## src/hw/rtl/avut_pkg.sv

```systemverilog
// Package for the angle unwrap and velocity tracker.
// Widths, register codes, reset values, constants and shared types.
// No dependencies.
`timescale 1ns / 1ps

package avut_pkg;

	localparam int ANGLE_BITS = 12;
	localparam int TURN_BITS  = 16;
	localparam int TIME_BITS  = 32;

	// position = {-turns (one bit wider), angle}
	localparam int POS_W = TURN_BITS + 1 + ANGLE_BITS;
	// |dturns * 2^ANGLE_BITS - dangle| stays below 2^(TURN_BITS + ANGLE_BITS)
	localparam int MAG_W = TURN_BITS + ANGLE_BITS;
	localparam int NUM_W = MAG_W + 1;

	localparam int VEL_W  = 32;
	localparam int QUOT_W = VEL_W - 1;

	// 10^6 = 15625 * 2^6: multiply by the odd part, then shift
	localparam int                  US_ODD_W     = 14;
	localparam logic [US_ODD_W-1:0] US_ODD       = 14'd15625;
	localparam int                  US_ODD_IDX_W = $clog2(US_ODD_W);
	localparam int                  US_SHIFT     = 6;
	localparam int                  PROD_W       = MAG_W + US_ODD_W;
	localparam int                  DVD_W        = PROD_W + US_SHIFT;
	localparam int                  STEP_W       = $clog2(DVD_W);

	localparam logic [VEL_W-1:0] VEL_MAX = {1'b0, {(VEL_W-1){1'b1}}};

	localparam int CFG_IDX_W  = 1;
	localparam int CFG_DATA_W = 16;
	localparam int FB_W       = 16;

	localparam logic [ANGLE_BITS-1:0] WRAP_RESET     = 12'd3277;
	localparam logic [FB_W-1:0]       FALLBACK_RESET = 16'd1000;

	typedef enum logic [CFG_IDX_W-1:0] {
		REG_WRAP_THRESHOLD    = 1'b0,
		REG_FALLBACK_INTERVAL = 1'b1
	} avut_reg_t;

	typedef enum logic {
		CMD_SAMPLE   = 1'b0,
		CMD_VELOCITY = 1'b1
	} avut_cmd_t;

	typedef enum logic [1:0] {
		VEL_IDLE,
		VEL_MUL,
		VEL_DIV,
		VEL_DONE
	} avut_vel_state_t;

	typedef struct packed {
		logic                 start;
		logic                 neg;
		logic [MAG_W-1:0]     mag;
		logic [TIME_BITS-1:0] dt;
	} avut_vel_req_t;

	typedef struct packed {
		logic             done;
		logic             clipped;
		logic [VEL_W-1:0] vel;
	} avut_vel_rsp_t;

endpackage

```

## src/hw/rtl/avut_in_if.sv

```systemverilog
// Input channel of the tracker: command, angle and timestamp word.
// Depends on avut_pkg.
`timescale 1ns / 1ps

interface avut_in_if;
	logic                                valid;
	logic                                ready;
	logic                                command;
	logic [avut_pkg::ANGLE_BITS-1:0]     angle_count;
	logic [avut_pkg::TIME_BITS-1:0]      timestamp_us;

	modport source (output valid, command, angle_count, timestamp_us, input ready);
	modport sink   (input valid, command, angle_count, timestamp_us, output ready);
endinterface

```

## src/hw/rtl/avut_out_if.sv

```systemverilog
// Result channel of the tracker: position, turns and velocity word.
// Depends on avut_pkg.
`timescale 1ns / 1ps

interface avut_out_if;
	logic                               valid;
	logic                               ready;
	logic signed [avut_pkg::POS_W-1:0]  position_count;
	logic signed [avut_pkg::TURN_BITS-1:0] turns;
	logic signed [avut_pkg::VEL_W-1:0]  velocity_cps;
	logic                               velocity_valid;
	logic                               velocity_clipped;

	modport source (output valid, position_count, turns, velocity_cps, velocity_valid,
		velocity_clipped, input ready);
	modport sink   (input valid, position_count, turns, velocity_cps, velocity_valid,
		velocity_clipped, output ready);
endinterface

```

## src/hw/rtl/avut_cfg_if.sv

```systemverilog
// Configuration write channel of the tracker: register index and data word.
// Depends on avut_pkg.
`timescale 1ns / 1ps

interface avut_cfg_if;
	logic                                valid;
	logic                                ready;
	logic [avut_pkg::CFG_IDX_W-1:0]      index;
	logic [avut_pkg::CFG_DATA_W-1:0]     data;

	modport source (output valid, index, data, input ready);
	modport sink   (input valid, index, data, output ready);
endinterface

```

## src/hw/rtl/avut_tracker.sv

```systemverilog
// Angle unwrap state: last sample, turn counter and velocity reference.
// Forms the position word and the velocity numerator and interval. Depends on avut_pkg.
`timescale 1ns / 1ps

module avut_tracker (
	input  logic                                 clk,
	input  logic                                 arst_n,
	input  logic                                 sample_we,
	input  logic                                 ref_we,
	input  logic [avut_pkg::ANGLE_BITS-1:0]      angle,
	input  logic [avut_pkg::TIME_BITS-1:0]       timestamp,
	input  logic [avut_pkg::ANGLE_BITS-1:0]      wrap_threshold,
	input  logic [avut_pkg::FB_W-1:0]            fallback_interval,
	output avut_pkg::avut_vel_req_t              vel_req,
	output logic [avut_pkg::POS_W-1:0]           position,
	output logic [avut_pkg::TURN_BITS-1:0]       turns
);

	localparam int A = avut_pkg::ANGLE_BITS;
	localparam int T = avut_pkg::TURN_BITS;

	logic [A-1:0]                   last_angle_q;
	logic [T-1:0]                   turn_q;
	logic [avut_pkg::TIME_BITS-1:0] last_time_q;
	logic [A-1:0]                   ref_angle_q;
	logic [T-1:0]                   ref_turns_q;
	logic [avut_pkg::TIME_BITS-1:0] ref_time_q;

	logic [A:0]                     jump;
	logic [A:0]                     jump_abs;
	logic                           wrap;
	logic [T-1:0]                   turn_next;
	logic [A-1:0]                   sel_angle;
	logic [T-1:0]                   sel_turns;
	logic [T:0]                     neg_turns;

	logic [T:0]                     dturns;
	logic [A:0]                     dangle;
	logic [avut_pkg::NUM_W-1:0]     num;
	logic [avut_pkg::NUM_W-1:0]     num_abs;
	logic [avut_pkg::TIME_BITS-1:0] dt_raw;
	logic [avut_pkg::TIME_BITS-1:0] dt_eff;

	always_comb begin
		jump      = {1'b0, angle} - {1'b0, last_angle_q};
		jump_abs  = jump[A] ? (~jump + 1'b1) : jump;
		wrap      = jump_abs >= {1'b0, wrap_threshold};
		turn_next = turn_q;
		if (wrap) begin
			turn_next = jump[A] ? (turn_q - 1'b1) : (turn_q + 1'b1);
		end

		// a sample shows its own updated state in the result word
		sel_angle = sample_we ? angle : last_angle_q;
		sel_turns = sample_we ? turn_next : turn_q;
		neg_turns = ~{sel_turns[T-1], sel_turns} + 1'b1;
		position  = {neg_turns, sel_angle};
		turns     = sel_turns;
	end

	always_comb begin
		dturns  = {turn_q[T-1], turn_q} - {ref_turns_q[T-1], ref_turns_q};
		dangle  = {1'b0, last_angle_q} - {1'b0, ref_angle_q};
		num     = {dturns, {A{1'b0}}} - {{(avut_pkg::NUM_W-A-1){dangle[A]}}, dangle};
		num_abs = num[avut_pkg::NUM_W-1] ? (~num + 1'b1) : num;
		dt_raw  = last_time_q - ref_time_q;
		if (dt_raw != '0) begin
			dt_eff = dt_raw;
		end else if (fallback_interval != '0) begin
			dt_eff = avut_pkg::TIME_BITS'(fallback_interval);
		end else begin
			dt_eff = avut_pkg::TIME_BITS'(1);
		end
		vel_req.start = ref_we;
		vel_req.neg   = num[avut_pkg::NUM_W-1];
		vel_req.mag   = num_abs[avut_pkg::MAG_W-1:0];
		vel_req.dt    = dt_eff;
	end

	always_ff @(posedge clk or negedge arst_n) begin
		if (!arst_n) begin
			last_angle_q <= '0;
			turn_q       <= '0;
			last_time_q  <= '0;
			ref_angle_q  <= '0;
			ref_turns_q  <= '0;
			ref_time_q   <= '0;
		end else begin
			if (sample_we) begin
				last_angle_q <= angle;
				turn_q       <= turn_next;
				last_time_q  <= timestamp;
			end
			// the numerator has been captured by the velocity unit on this edge
			if (ref_we) begin
				ref_angle_q <= last_angle_q;
				ref_turns_q <= turn_q;
				ref_time_q  <= last_time_q;
			end
		end
	end

endmodule

```

## src/hw/rtl/avut_velocity.sv

```systemverilog
// Serial velocity unit: bit-serial multiply by 10^6, then restoring division
// by the interval, one quotient bit a cycle, with saturation. Depends on avut_pkg.
`timescale 1ns / 1ps

module avut_velocity (
	input  logic                    clk,
	input  logic                    arst_n,
	input  avut_pkg::avut_vel_req_t req,
	input  logic                    take,
	output avut_pkg::avut_vel_rsp_t rsp
);

	avut_pkg::avut_vel_state_t state_q, state_d;

	logic [avut_pkg::STEP_W-1:0]    step_q;
	logic [avut_pkg::MAG_W-1:0]     mag_q;
	logic                           neg_q;
	logic [avut_pkg::TIME_BITS-1:0] dt_q;
	logic [avut_pkg::PROD_W-1:0]    acc_q;
	logic [avut_pkg::DVD_W-1:0]     dvd_q;
	logic [avut_pkg::TIME_BITS-1:0] rem_q;
	logic [avut_pkg::QUOT_W-1:0]    quot_q;
	logic                           ovf_q;

	logic [avut_pkg::PROD_W-1:0]    acc_next;
	logic [avut_pkg::TIME_BITS:0]   shifted;
	logic                           fits;
	logic [avut_pkg::TIME_BITS-1:0] rem_next;
	logic [avut_pkg::QUOT_W-1:0]    vel_abs;
	logic [avut_pkg::VEL_W-1:0]     vel_ext;

	always_comb begin
		state_d = state_q;
		case (state_q)
			avut_pkg::VEL_IDLE: if (req.start) state_d = avut_pkg::VEL_MUL;
			avut_pkg::VEL_MUL:  if (step_q == '0) state_d = avut_pkg::VEL_DIV;
			avut_pkg::VEL_DIV:  if (step_q == '0) state_d = avut_pkg::VEL_DONE;
			avut_pkg::VEL_DONE: if (take) state_d = avut_pkg::VEL_IDLE;
			default:            state_d = avut_pkg::VEL_IDLE;
		endcase
	end

	always_comb begin
		acc_next = {acc_q[avut_pkg::PROD_W-2:0], 1'b0};
		if (avut_pkg::US_ODD[step_q[avut_pkg::US_ODD_IDX_W-1:0]]) begin
			acc_next = acc_next + avut_pkg::PROD_W'(mag_q);
		end
		shifted  = {rem_q, dvd_q[avut_pkg::DVD_W-1]};
		fits     = shifted >= {1'b0, dt_q};
		rem_next = fits ? avut_pkg::TIME_BITS'(shifted - {1'b0, dt_q})
			: shifted[avut_pkg::TIME_BITS-1:0];

		vel_abs = ovf_q ? avut_pkg::VEL_MAX[avut_pkg::QUOT_W-1:0] : quot_q;
		vel_ext = {1'b0, vel_abs};
		rsp.done    = state_q == avut_pkg::VEL_DONE;
		rsp.clipped = ovf_q;
		rsp.vel     = neg_q ? (~vel_ext + 1'b1) : vel_ext;
	end

	always_ff @(posedge clk or negedge arst_n) begin
		if (!arst_n) begin
			state_q <= avut_pkg::VEL_IDLE;
			step_q  <= '0;
		end else begin
			state_q <= state_d;
			case (state_q)
				avut_pkg::VEL_IDLE: step_q <= avut_pkg::STEP_W'(avut_pkg::US_ODD_W - 1);
				avut_pkg::VEL_MUL: begin
					step_q <= (step_q == '0) ? avut_pkg::STEP_W'(avut_pkg::DVD_W - 1)
						: step_q - 1'b1;
				end
				avut_pkg::VEL_DIV:  step_q <= step_q - 1'b1;
				default:            step_q <= step_q;
			endcase
		end
	end

	always_ff @(posedge clk) begin
		case (state_q)
			avut_pkg::VEL_IDLE: begin
				if (req.start) begin
					mag_q <= req.mag;
					neg_q <= req.neg;
					dt_q  <= req.dt;
					acc_q <= '0;
				end
			end
			avut_pkg::VEL_MUL: begin
				acc_q <= acc_next;
				if (step_q == '0) begin
					dvd_q  <= {acc_next, {avut_pkg::US_SHIFT{1'b0}}};
					rem_q  <= '0;
					quot_q <= '0;
					ovf_q  <= 1'b0;
				end
			end
			avut_pkg::VEL_DIV: begin
				dvd_q  <= {dvd_q[avut_pkg::DVD_W-2:0], 1'b0};
				rem_q  <= rem_next;
				quot_q <= {quot_q[avut_pkg::QUOT_W-2:0], fits};
				// a quotient bit pushed out at the top means the result will not fit
				ovf_q  <= ovf_q | quot_q[avut_pkg::QUOT_W-1];
			end
			default: begin
			end
		endcase
	end

endmodule

```

## src/hw/rtl/angle_unwrap_velocity_tracker_unit.sv

```systemverilog
// Angle unwrap and velocity tracker, top level.
// Sample word: result registered in the cycle after acceptance; one sample a cycle while
// the output is free or taken and no velocity word is in progress. Velocity word: 14 multiply
// and 48 divide steps in the serial velocity unit; input held off until it is delivered.
// Reset (arst_n, asynchronous): state and references zero, registers to defaults.
// Depends on avut_pkg, avut_in_if, avut_out_if, avut_cfg_if, avut_tracker, avut_velocity.
`timescale 1ns / 1ps

module angle_unwrap_velocity_tracker_unit (
	input  logic             clk,
	input  logic             arst_n,
	avut_in_if.sink          req,
	avut_out_if.source       rsp,
	avut_cfg_if.sink         cfg
);

	logic [avut_pkg::ANGLE_BITS-1:0] wrap_q;
	logic [avut_pkg::FB_W-1:0]       fb_q;
	logic                            busy_q;
	logic                            out_valid_q;

	logic                            slot_free;
	logic                            in_acc;
	logic                            sample_acc;
	logic                            vel_acc;
	logic                            vel_take;

	avut_pkg::avut_vel_req_t         vel_req;
	avut_pkg::avut_vel_rsp_t         vel_rsp;
	logic [avut_pkg::POS_W-1:0]      position;
	logic [avut_pkg::TURN_BITS-1:0]  turns;

	assign slot_free  = !out_valid_q || rsp.ready;
	assign req.ready  = !busy_q && slot_free;
	assign in_acc     = req.valid && req.ready;
	assign sample_acc = in_acc && (req.command == avut_pkg::CMD_SAMPLE);
	assign vel_acc    = in_acc && (req.command == avut_pkg::CMD_VELOCITY);
	assign vel_take   = vel_rsp.done && slot_free;
	assign cfg.ready  = 1'b1;
	assign rsp.valid  = out_valid_q;

	avut_tracker u_tracker (
		.clk               (clk),
		.arst_n            (arst_n),
		.sample_we         (sample_acc),
		.ref_we            (vel_acc),
		.angle             (req.angle_count),
		.timestamp         (req.timestamp_us),
		.wrap_threshold    (wrap_q),
		.fallback_interval (fb_q),
		.vel_req           (vel_req),
		.position          (position),
		.turns             (turns)
	);

	avut_velocity u_velocity (
		.clk    (clk),
		.arst_n (arst_n),
		.req    (vel_req),
		.take   (vel_take),
		.rsp    (vel_rsp)
	);

	always_ff @(posedge clk or negedge arst_n) begin
		if (!arst_n) begin
			wrap_q <= avut_pkg::WRAP_RESET;
			fb_q   <= avut_pkg::FALLBACK_RESET;
		end else if (cfg.valid && cfg.ready) begin
			case (cfg.index)
				avut_pkg::REG_WRAP_THRESHOLD:    wrap_q <= cfg.data[avut_pkg::ANGLE_BITS-1:0];
				avut_pkg::REG_FALLBACK_INTERVAL: fb_q   <= cfg.data[avut_pkg::FB_W-1:0];
				default: begin
				end
			endcase
		end
	end

	always_ff @(posedge clk or negedge arst_n) begin
		if (!arst_n) begin
			busy_q      <= 1'b0;
			out_valid_q <= 1'b0;
		end else begin
			if (vel_acc) begin
				busy_q <= 1'b1;
			end else if (vel_take) begin
				busy_q <= 1'b0;
			end
			if (sample_acc || vel_take) begin
				out_valid_q <= 1'b1;
			end else if (rsp.ready) begin
				out_valid_q <= 1'b0;
			end
		end
	end

	// output word register: load on a sample or a finished velocity
	always_ff @(posedge clk) begin
		if (sample_acc || vel_take) begin
			rsp.position_count   <= position;
			rsp.turns            <= turns;
			rsp.velocity_cps     <= vel_take ? vel_rsp.vel : '0;
			rsp.velocity_valid   <= vel_take;
			rsp.velocity_clipped <= vel_take && vel_rsp.clipped;
		end
	end

	a_busy_blocks_input: assert property (@(posedge clk) disable iff (!arst_n)
		busy_q |-> !req.ready)
		else $error("input accepted while a velocity word is in progress");

	a_vel_starts_unit: assert property (@(posedge clk) disable iff (!arst_n)
		vel_acc |=> (busy_q && !vel_rsp.done))
		else $error("velocity command did not start the velocity unit");

	a_sample_word_clean: assert property (@(posedge clk) disable iff (!arst_n)
		(out_valid_q && !rsp.velocity_valid) |->
		(rsp.velocity_cps == '0 && !rsp.velocity_clipped))
		else $error("sample word carries a velocity");

	a_clip_is_max: assert property (@(posedge clk) disable iff (!arst_n)
		(out_valid_q && rsp.velocity_clipped) |->
		(rsp.velocity_cps == avut_pkg::VEL_MAX ||
		 rsp.velocity_cps == (~avut_pkg::VEL_MAX + 1'b1)))
		else $error("clipped velocity is not at full scale");

	a_done_only_busy: assert property (@(posedge clk) disable iff (!arst_n)
		vel_rsp.done |-> busy_q)
		else $error("velocity unit finished without a pending command");

endmodule
```

## src/flat_wrapper.sv

```systemverilog
// flat-port wrapper written by rule: the top's interface ports become plain ports
module angle_unwrap_velocity_tracker_unit_flat 
  (clk, arst_n, req_valid, req_command, req_angle_count, req_timestamp_us, req_ready, rsp_valid, rsp_position_count, rsp_turns, rsp_velocity_cps, rsp_velocity_valid, rsp_velocity_clipped, rsp_ready, cfg_valid, cfg_index, cfg_data, cfg_ready);
  avut_in_if req_i ();
  avut_out_if rsp_i ();
  avut_cfg_if cfg_i ();
  input  logic clk;
  input  logic arst_n;
  input wire logic [$bits(req_i.valid)-1:0] req_valid;
  input wire logic [$bits(req_i.command)-1:0] req_command;
  input wire logic [$bits(req_i.angle_count)-1:0] req_angle_count;
  input wire logic [$bits(req_i.timestamp_us)-1:0] req_timestamp_us;
  output wire logic [$bits(req_i.ready)-1:0] req_ready;
  output wire logic [$bits(rsp_i.valid)-1:0] rsp_valid;
  output wire logic [$bits(rsp_i.position_count)-1:0] rsp_position_count;
  output wire logic [$bits(rsp_i.turns)-1:0] rsp_turns;
  output wire logic [$bits(rsp_i.velocity_cps)-1:0] rsp_velocity_cps;
  output wire logic [$bits(rsp_i.velocity_valid)-1:0] rsp_velocity_valid;
  output wire logic [$bits(rsp_i.velocity_clipped)-1:0] rsp_velocity_clipped;
  input wire logic [$bits(rsp_i.ready)-1:0] rsp_ready;
  input wire logic [$bits(cfg_i.valid)-1:0] cfg_valid;
  input wire logic [$bits(cfg_i.index)-1:0] cfg_index;
  input wire logic [$bits(cfg_i.data)-1:0] cfg_data;
  output wire logic [$bits(cfg_i.ready)-1:0] cfg_ready;
  assign req_i.valid = req_valid;
  assign req_i.command = req_command;
  assign req_i.angle_count = req_angle_count;
  assign req_i.timestamp_us = req_timestamp_us;
  assign req_ready = req_i.ready;
  assign rsp_valid = rsp_i.valid;
  assign rsp_position_count = rsp_i.position_count;
  assign rsp_turns = rsp_i.turns;
  assign rsp_velocity_cps = rsp_i.velocity_cps;
  assign rsp_velocity_valid = rsp_i.velocity_valid;
  assign rsp_velocity_clipped = rsp_i.velocity_clipped;
  assign rsp_i.ready = rsp_ready;
  assign cfg_i.valid = cfg_valid;
  assign cfg_i.index = cfg_index;
  assign cfg_i.data = cfg_data;
  assign cfg_ready = cfg_i.ready;
  angle_unwrap_velocity_tracker_unit u_core (.clk(clk), .arst_n(arst_n), .req(req_i), .rsp(rsp_i), .cfg(cfg_i));
endmodule
```

## config.mk

```make
export PLATFORM = sky130hd
export DESIGN_NAME = angle_unwrap_velocity_tracker_unit_flat
export DESIGN_NICKNAME = d
export VERILOG_FILES = /design/src/hw/rtl/avut_pkg.sv /design/src/hw/rtl/avut_in_if.sv /design/src/hw/rtl/avut_out_if.sv /design/src/hw/rtl/avut_cfg_if.sv /design/src/hw/rtl/avut_tracker.sv /design/src/hw/rtl/avut_velocity.sv /design/src/hw/rtl/angle_unwrap_velocity_tracker_unit.sv /design/src/flat_wrapper.sv
export SDC_FILE = /design/constraint.sdc
export NUM_CORES = 1
export LEC_CHECK = 0
export BUFFER_PORTS_ARGS = -buffer_cell sky130_fd_sc_hd__clkbuf_2
export CAP_MARGIN = 20
export CORE_MARGIN = 4
export CORE_UTILIZATION = 40
export DETAILED_ROUTE_END_ITERATION = 8
export GPL_ROUTABILITY_DRIVEN = 0
export SLEW_MARGIN = 20
export SYNTH_ARGS = -nofsm -noshare
export SYNTH_HDL_FRONTEND = slang
export SYNTH_SLANG_ARGS = --single-unit
```

## constraint.sdc

```tcl
create_clock -name clk -period 23.5 [get_ports clk]
set_clock_uncertainty 0.2 [all_clocks]
set_input_delay 4.7 -clock clk [delete_from_list [all_inputs] [get_ports clk]]
set_output_delay 4.7 -clock clk [all_outputs]
set_load 0.1 [all_outputs]
```

# Word level (Yosys, flattened, before mapping)
# Memory sizes are Yosys's and may differ from the RTL's.
# Index checks and enable logic that the tools add are counted.
[word_totals] rom_bits=16 memories=1 input_bits=67 output_inout_bits=82 mem_bits_rw=0 latch_bits=0 elab_cells=118 reg_bits=451
[op_classes] n_shift=0 reduce_logical=26 n_lt_le_gt_ge=3 n_eq_ne=7 n_addsub=14 mux=34 div_mod_pow=0 mul=0 n_bitwise=7
[mem_list] memory="(no name shown)" words=16 width=1 read_ports=1 rd_ports_with_merged_regs=0 write_ports=0 line_no="avut_velocity.sv:45" text="if (avut_pkg::US_ODD[step_q[avut_pkg::US_ODD_IDX_W-1:0]]) begin"
[op_table] cell="two-way mux 32 bit" count=3
[op_table] cell="case mux 48 bit (2 select lines)" count=1
[op_table] cell="two-way mux 31 bit" count=3
[op_table] cell="case mux 41 bit (2 select lines)" count=1
[op_table] cell="two-way mux 16 bit" count=4
[op_table] cell="case mux 32 bit (2 select lines)" count=1
[op_table] cell="subtractor 32 bit" count=2
[op_table] cell="case mux 31 bit (2 select lines)" count=1
[op_table] cell="two-way mux 48 bit" count=1
[op_table] cell="adder 42 x 28 -> 42 bit" count=1
[op_table] cell="two-way mux 42 bit" count=1
[op_table] cell="two-way mux 41 bit" count=1
[op_table] cell="greater-or-equal comparator 33 x 32 -> 1 bit" count=1
[op_table] cell="adder 32 x 1 -> 32 bit, second input constant" count=1
[op_table] cell="NOT 31 -> 32 bit" count=1
[op_table] cell="nonzero test 32 bit" count=1
[op_table] cell="subtractor 29 bit" count=1
[op_table] cell="adder 28 x 1 -> 28 bit, second input constant" count=1
[op_table] cell="two-way mux 28 bit" count=1
[op_table] cell="NOT 28 bit" count=1
[op_table] cell="subtractor 12 x 12 -> 13 bit" count=2
[op_table] cell="case mux 6 bit (3 select lines)" count=1
[op_table] cell="adder 17 x 1 -> 17 bit, second input constant" count=1
[op_table] cell="NOT 17 bit" count=1
[op_table] cell="other kinds (31)" count=58

# Depth between registers and ports, before layout
# Gate-level depths: netlist (run 1).
[depth] depth_word=9 depth_mapped=28 mapped_depth_nobuf=26

# Hierarchy
# A second synthesis (run 1) with hierarchy kept.
[unflattened] cells_unflattened=2995 area_unflattened_um2=29234.3
[modules_own_cells] module="avut_velocity" cells_per_inst=1288 instances=1 seq_area_each_um2=6446.2 area_per_inst_um2=13100.1
[modules_own_cells] module="avut_tracker" cells_per_inst=1512 instances=1 seq_area_each_um2=3002.9 area_per_inst_um2=12289.3
[modules_own_cells] module="angle_unwrap_velocity_tracker_unit" cells_per_inst=195 instances=1 seq_area_each_um2=3139.3 area_per_inst_um2=3844.9

# Worst setup path before layout (run 1)
# No wires, ideal clock.
[synth_timing] kind="input to output" startpoint="input port rsp_ready" endpoint="output port req_ready" required_time_ps=18600 path_stages=2 path_slack_ps=12547 arrival_time_ps=6053 cell_sequence="nor2b_1 -> nor2_1"
[synth_via] elab_chain_len=2
[synth_lines] element="from (decl)" line_no="flat_wrapper.sv:20" text="input wire logic [$bits(rsp_i.ready)-1:0] rsp_ready;"
[synth_lines] element="logical OR 1 bit" line_no="angle_unwrap_velocity_tracker_unit.sv:33" text="assign slot_free = !out_valid_q || rsp.ready;"
[synth_lines] element="logical AND 1 bit" line_no="angle_unwrap_velocity_tracker_unit.sv:34" text="assign req.ready = !busy_q && slot_free;"
[synth_lines] element="to (decl)" line_no="flat_wrapper.sv:13" text="output wire logic [$bits(req_i.ready)-1:0] req_ready;"
# No other way between the ends.

# Worst setup path in the final report (run 1)
[layout_timing] startpoint="input port req_angle_count[0]" endpoint="register u_core.rsp.position_count[22], data pin"
[layout_via] elab_chain_len=9 elab_cells_between_ends=10 classes_between="add/sub (3); order compare (1); mux (4); bitwise (2)"
[layout_lines] element="from (decl)" line_no="flat_wrapper.sv:11" text="input wire logic [$bits(req_i.angle_count)-1:0] req_angle_count;"
[layout_lines] element="subtractor 12 x 12 -> 13 bit *" line_no="avut_tracker.sv:45" text="jump = {1'b0, angle} - {1'b0, last_angle_q};"
[layout_lines] element="NOT 13 bit" line_no="avut_tracker.sv:46" text="jump_abs = jump[A] ? (~jump + 1'b1) : jump;"
[layout_lines] element="adder 13 x 1 -> 13 bit" line_no="avut_tracker.sv:46"
[layout_lines] element="two-way mux 13 bit" line_no="avut_tracker.sv:46"
[layout_lines] element="greater-or-equal comparator 13 x 12 -> 1 bit" line_no="avut_tracker.sv:47" text="wrap = jump_abs >= {1'b0, wrap_threshold};"
[layout_lines] element="two-way mux 16 bit *" line_no="avut_tracker.sv:49" text="if (wrap) begin"
[layout_lines] element="two-way mux 16 bit *" line_no="avut_tracker.sv:55" text="sel_turns = sample_we ? turn_next : turn_q;"
[layout_lines] element="NOT 17 bit *" line_no="avut_tracker.sv:56" text="neg_turns = ~{sel_turns[T-1], sel_turns} + 1'b1;"
[layout_lines] element="adder 17 x 1 -> 17 bit *" line_no="avut_tracker.sv:56"
[layout_lines] element="net u_core.position, one bit" line_no="angle_unwrap_velocity_tracker_unit.sv:30" text="logic [avut_pkg::POS_W-1:0] position;"
[layout_lines] element="to (signal assigned)" line_no="angle_unwrap_velocity_tracker_unit.sv:99" text="rsp.position_count <= position;"
[layout_lines] element="to (decl)" line_no="avut_out_if.sv:14" text="modport source (output valid, position_count, turns, velocity_cps, velocity_valid,"
# Mark *: on every way through the listed nets, which the timed path passes. The rest lies on a longest branch.
# A chain may end at the register's enable or synchronous reset.

==> out/results.tsv, run 1 <==
metric	value	unit
status	complete, no violations	
first-pass GRT wire length	109000	um
fin cells	4045	
Final Hold Vio Count	0	
Yosys warnings	0	
synth top area cells	edfxtp_1, dfrtp_1, ha_1	
worst setup path startpoint	req_angle_count[0]	
crit path capture	u_core.rsp.position_count[22]	
Worst-Margin Slew	1.032	ns
Sink Count	444	
Reg area	0.01256	mm2
port bufs	147	
CTS tree	done	
most frequent cells in the layout	nand2_1, edfxtp_1, nor2_1, inv_1, ha_1	
Hold WC Path Type	reg -> reg	
Setup CP Type	in -> reg	
Post-CTS Resized	0	
Num CTS Buffers	52	
Post-CTS Hold Buffers	0	
Fmax	93.39	MHz
Seq/Total Area, Yosys	43.97	%
largest net degree at the start of global routing	96	
Max Slew Vio Count	0	
Reg clk slew, reported paths	0.07	ns
Post-synth EDFFs	286	
most common cell after layout, fill and taps aside	nand2_1	
Final WS setup	12.79	ns
Clk Latency, worst-skew pair	0.60	ns
Slew HR	30.85	%
DR vias/cell	5.426	
DR vias	21950	
Layout Nets	3320	
TritonRoute pass-1 iters	5	
Setup Viol. Count Final	0	
critical path arrival	10.86	ns
Avg Cell Area, Syn	9.738	um2
placed insts	3948	
RR Startpoint	u_core.u_tracker.last_angle_q[0]	
largest area contributor in the netlist	edfxtp_1	
mapped cell area	0.02856	mm2
minimum clock period	10.71	ns
syn nets	3191	
Max clock buf depth	3	
die span in x	275.2	um
Clock Root Buffer	clkbuf_16	
Site Rows	97	
routed wire length	66000	um
r2r worst-path depth	22	
Tcrit/Tclk final	45.57	%
total setup buffers inserted after CTS	0	
Die Span Y	275.2	um
asr flop ratio synth	35.59	%
post-place setup slack	12.28	ns
Top Ports	149	
post-synth top area share	30.07	%
die footprint	0.07575	mm2
Worst R2R End	u_core.u_velocity.mag_q[6]	
TNS Setup	0	ns
vias in the first global route	21420	
RSZ-0062 raised after global routing	false	
Initial Util	40.58	%
final instance area	0.03206	mm2
1st-iter DRT viols	1211	
Post-DP HPWL	48020	um
FF+latch count, synth	444	
Routed Antenna Nets	0	
CTS H-tree depth	2	
multi-input logic area	0.01493	mm2
crit start category	input pin	
Remaining DRCs	0	
Synth Flop Type	edfxtp_1	
WL/cell	16.32	um
fillers	6683	
GR Overflow Total	0	
Area Growth Syn to Fin	12.24	%
ant diodes	0	
Cell Area, Placed	0.03035	mm2
layout cells sized above 1	13.98	%
max-cap viol count	0	
initial antenna violation count	0	
Cells after Synth	2933	
Unique masters post-synth	93	
WP data required	23.65	ns
core box area	0.07039	mm2
peak fanout along the critical path	29	
CP endpoint kind	flop	
GRT Overall Usage	17.21	%
Worst R2R Setup Slack	16.24	ns
==> sequential cells by signal, summed over array words and instances, names as in the netlist, 2 cells and up <==
register	flops
u_core.u_velocity.rem_q	32
u_core.u_tracker.last_angle_q	12
u_core.u_velocity.state_q	2
u_core.u_velocity.dt_q	32
u_core.u_tracker.ref_turns_q	16
u_core.u_tracker.turn_q	16
u_core.u_tracker.ref_angle_q	12
u_core.u_tracker.ref_time_q	32
u_core.u_velocity.step_q	6
u_core.rsp.position_count	28
u_core.fb_q	16
u_core.u_velocity.dvd_q	42
u_core.u_velocity.acc_q	41
u_core.u_velocity.quot_q	31
u_core.u_tracker.last_time_q	32
u_core.wrap_q	12
u_core.rsp.turns	16
u_core.u_velocity.mag_q	28
u_core.rsp.velocity_cps	32
==> metrics by stage <==
step / hold slack (ns) / utilization [%]
floorplan: 0.2477 / -
global placement: 0.2633 / 43.11
detailed placement: 0.2700 / 43.11
CTS: 0.2843 / 45.53
global route: 0.3132 / 45.54
finish: 0.2793 / 45.54
==> how the worst min path moves through the flow <==
| stage | start | slack [ns] | endpoint | cells after the start |
|---|---|---|---|---|
| final | u_core.u_tracker.ref_angle_q[7] | 0.28 | u_core.u_tracker.ref_angle_q[7] | 2 |
| after global routing | u_core.u_tracker.ref_time_q[4] | 0.31 | u_core.u_tracker.ref_time_q[4] | 1 |
| after CTS | u_core.u_tracker.ref_angle_q[3] | 0.28 | u_core.u_tracker.ref_angle_q[3] | 2 |
| after detailed placement | u_core.u_tracker.ref_angle_q[5] | 0.27 | u_core.u_tracker.ref_angle_q[5] | 2 |
| after global placement | u_core.u_tracker.ref_angle_q[6] | 0.26 | u_core.u_tracker.ref_angle_q[6] | 2 |
| after floorplan | u_core.busy_q | 0.25 | u_core.busy_q | 2 |
==> kinds of logic (layout without fill, tap and decap cells) <==
logic type	Yosys count	after routing	synth area share [%]
flip-flops	444	444	43.97
XOR/XNOR	195	195	6.032
AND/OR/NAND/NOR	965	965	16.30
adder cells (fa/ha/maj)	191	191	8.551
buffers and inverters	300	472	3.995
multiplexers	129	129	4.959
AO/OA/AOI/OAI	708	708	16.19
other	1	1	0.01313
==> final cells by class <==
type / instances / area share [%]
clock buffers: 61 / 4.324
well taps: 940 / 3.669
inverters: 204 / 2.389
repair buffers: 171 / 2.876
multi-input cells: 2189 / 46.58
flip-flops and latches: 444 / 39.17
clock inverters: 36 / 0.9874
==> cells in the mapped netlist (all sizes together) (19+ instances only) <==
master / n
a31oi: 28
a21o: 57
o21bai: 19
o21ai: 185
a211oi: 36
ha: 184
nor3: 55
and3: 27
or3: 27
o21a: 29
nand2b: 37
xnor2: 133
dfrtp: 145
nand4: 23
nand2: 292
xor2: 61
nor2b: 24
mux2: 100
nand3: 58
nor2: 245
clkbuf: 82
a21oi: 176
o31ai: 33
mux2i: 29
inv: 204
and2: 84
edfxtp: 286
or2: 31
==> metal layers <==
| metal | track usage [%] | wire length [um] | vias up |
|---|---|---|---|
| met4 | 4.083 | 1367 | 0 |
| met3 | 2.321 | 2817 | 99 |
| met2 | 27.87 | 30110 | 466 |
| li1 | - | - | 10850 |
| met5 | 0 | 0 | - |
| met1 | 24.63 | 31700 | 10540 |
==> critical path, cell delays in order <==
cell	delay (ns)
clkbuf_2	0.10
inv_1	0.04
ha_1	0.21
fa_1	0.40
nor2b_1	0.12
o21a_1	0.14
o211a_1	0.18
nor3_1	0.09
o311ai_0	0.41
o21ai_2	0.10
buf_4	0.25
nand2_1	0.10
o21ai_0	0.09
ha_1	0.29
a21o_1	0.17
a21o_1	0.18
a211oi_1	0.23
o21a_1	0.17
o21ai_0	0.10
a21oi_1	0.23
o41a_1	0.56
nor2_2	0.33
xnor2_1	0.28
ha_1	0.34
nand3_1	0.14
or4b_2	0.63
o31a_1	0.13
xor2_1	0.14
Power of run 1 is left out: the tool's default activity adds up to more than one toggle a clock period on the data nets, which glitch-free logic cannot reach.
==> inputs of run 2 (changes only) <==
clock period = 9.4 ns   (was 23.5 ns; I/O delays follow)
==> out/results.tsv, run 2 (same netlist as run 1, synthesis figures left out) <==
metric	value	unit	change
slowest stage delay, CP	0.63	ns	about the same
Post-CTS Resized	0		unchanged
routed wire length	66510	um	+0.77%
Hold WS	0.2758	ns	-0.003554 ns
Clock Root Buffer	clkbuf_16		
Worst Path Buf+Inv	3		unchanged
Hold WC Path Type	reg -> reg		
CP delay by family, top	compound AO/OA/AOI/OAI gates		
Worst R2R Setup Slack	2.24	ns	-14.00 ns
layout cells sized above 1	13.79	%	-0.19 points
1st-iter DRT viols	1360		+12%
Fmax	129.5	MHz	
r2r worst-path depth	22		unchanged
Worst path slowest cell	or4b_2		
largest net degree at the start of global routing	94		-2.1%
die span in x	275.2	um	unchanged
Regs by FF count	u_core.u_velocity.dvd_q x42, u_core.u_velocity.acc_q x41		
max-cap viol count	0		unchanged
Worst-Margin Slew	1.084	ns	+0.05275 ns
fillers	6674		-0.13%
vias in the first global route	21660		+1.1%
CTS H-tree depth	2		unchanged
minimum clock period	7.723	ns	
RR Startpoint	u_core.u_tracker.last_angle_q[0]		
number of flip-flops in the largest register	42		unchanged
CP endpoint kind	flop		
initial antenna violation count	0		unchanged
Final Hold Vio Count	0		unchanged
Post-DP HPWL	48150	um	+0.26%
Post-CTS Hold Buffers	0		unchanged
Setup Viol. Count Final	0		unchanged
crit start category	input pin		
Die Span Y	275.2	um	unchanged
GR Overflow Total	0		unchanged
WHS Endpoint	u_core.busy_q		
most frequent cells in the layout	nand2_1, edfxtp_1, nor2_1, inv_1, ha_1		
worst hold path cell count	2		unchanged
Reg area	0.01256	mm2	unchanged
Tcrit/Tclk final	82.16	%	
GRT Overall Usage	17.45	%	+0.24 points
port bufs	147		unchanged
status	complete, no violations		
Clk Latency, worst-skew pair	0.61	ns	about the same
Slew HR	27.32	%	-3.5 points
TritonRoute pass-1 iters	6		+1
RSZ-0062 raised after global routing	false		
Area Growth Syn to Fin	12.00	%	
min-delay src	u_core.busy_q		
Num CTS Buffers	50		-3.8%
Top reg by flops	u_core.u_velocity.dvd_q		
DR vias/cell	5.410		-0.30%
peak fanout along the critical path	25		-14%
CTS tree	done		
Layout Nets	3320		unchanged
TNS Setup	0	ns	unchanged
Sink Count	444		unchanged
Worst R2R End	u_core.u_velocity.mag_q[6]		
Remaining DRCs	0		unchanged
Initial Util	40.58	%	unchanged
Routed Antenna Nets	0		unchanged
multi-input logic area	0.01494	mm2	about the same
die footprint	0.07575	mm2	unchanged
Max Slew Vio Count	0		unchanged
Reg clk slew, reported paths	0.06	ns	about the same
Top Ports	149		unchanged
Setup CP Type	in -> reg		
Max clock buf depth	3		unchanged
most common cell after layout, fill and taps aside	nand2_1		
worst setup path startpoint	req_angle_count[0]		
core box area	0.07039	mm2	unchanged
ant diodes	0		unchanged
DR vias	21880		-0.32%
critical path arrival	7.89	ns	-2.97 ns
first-pass GRT wire length	110100	um	+1.0%
WL/cell	16.45	um	+0.79%
Most Frequent Cell on Critical Path	ha_1		
WP data required	9.56	ns	-14.09 ns
total setup buffers inserted after CTS	0		unchanged
Site Rows	97		unchanged
run 2: layer usage:
layer | vias up | global-route usage [%] | wire length (um)
li1 | 10840 | - | -
met1 | 10430 | 24.23 | 31460
met2 | 502 | 28.78 | 30630
met3 | 98 | 2.390 | 3006
met4 | 0 | 4.851 | 1412
met5 | - | 0 | 0
run 2: how the worst max path moves through the flow:
stage | to | slack [ns] | depth (start not counted)
final | u_core.rsp.position_count[22] | 1.68 | 26
after global routing | u_core.rsp.position_count[22] | 1.20 | 27
after CTS | u_core.rsp.position_count[22] | 1.79 | 26
after detailed placement | u_core.rsp.position_count[22] | 1.13 | 24
after global placement | u_core.rsp.position_count[22] | 1.28 | 27
after floorplan | u_core.u_velocity.acc_q[0] | 1.28 | 6
run 2: layout make-up:
class / count / area share, %
Multi-Input combinational cell: 2189 / 46.70
Timing Repair Buffer: 173 / 2.930
Tap cell: 940 / 3.677
Clock inverter: 23 / 0.5671
Sequential cell: 444 / 39.26
Inverter: 204 / 2.394
Clock buffer: 71 / 4.478
run 2: stage by stage:
stage | utilization (%) | cell area [um2] | cells | setup WS [ns]
2_1_floorplan | - | 28560 | 2933 | 1.279
6_report | 45.44 | 31990 | 4044 | 1.677
5_1_grt | 45.44 | 31990 | 4044 | 1.204
4_1_cts | 45.43 | 31980 | 4044 | 1.785
3_3_place_gp | 43.14 | 30370 | 3950 | 1.278
3_5_place_dp | 43.14 | 30370 | 3950 | 1.130
run 2: worst min-delay path, cell delays in order, from the launching register on:
cell and delay (ns):
dfrtp_1 0.34, nand2_1 0.05, nand2_1 0.05
Power of run 2 is left out for the same reason.
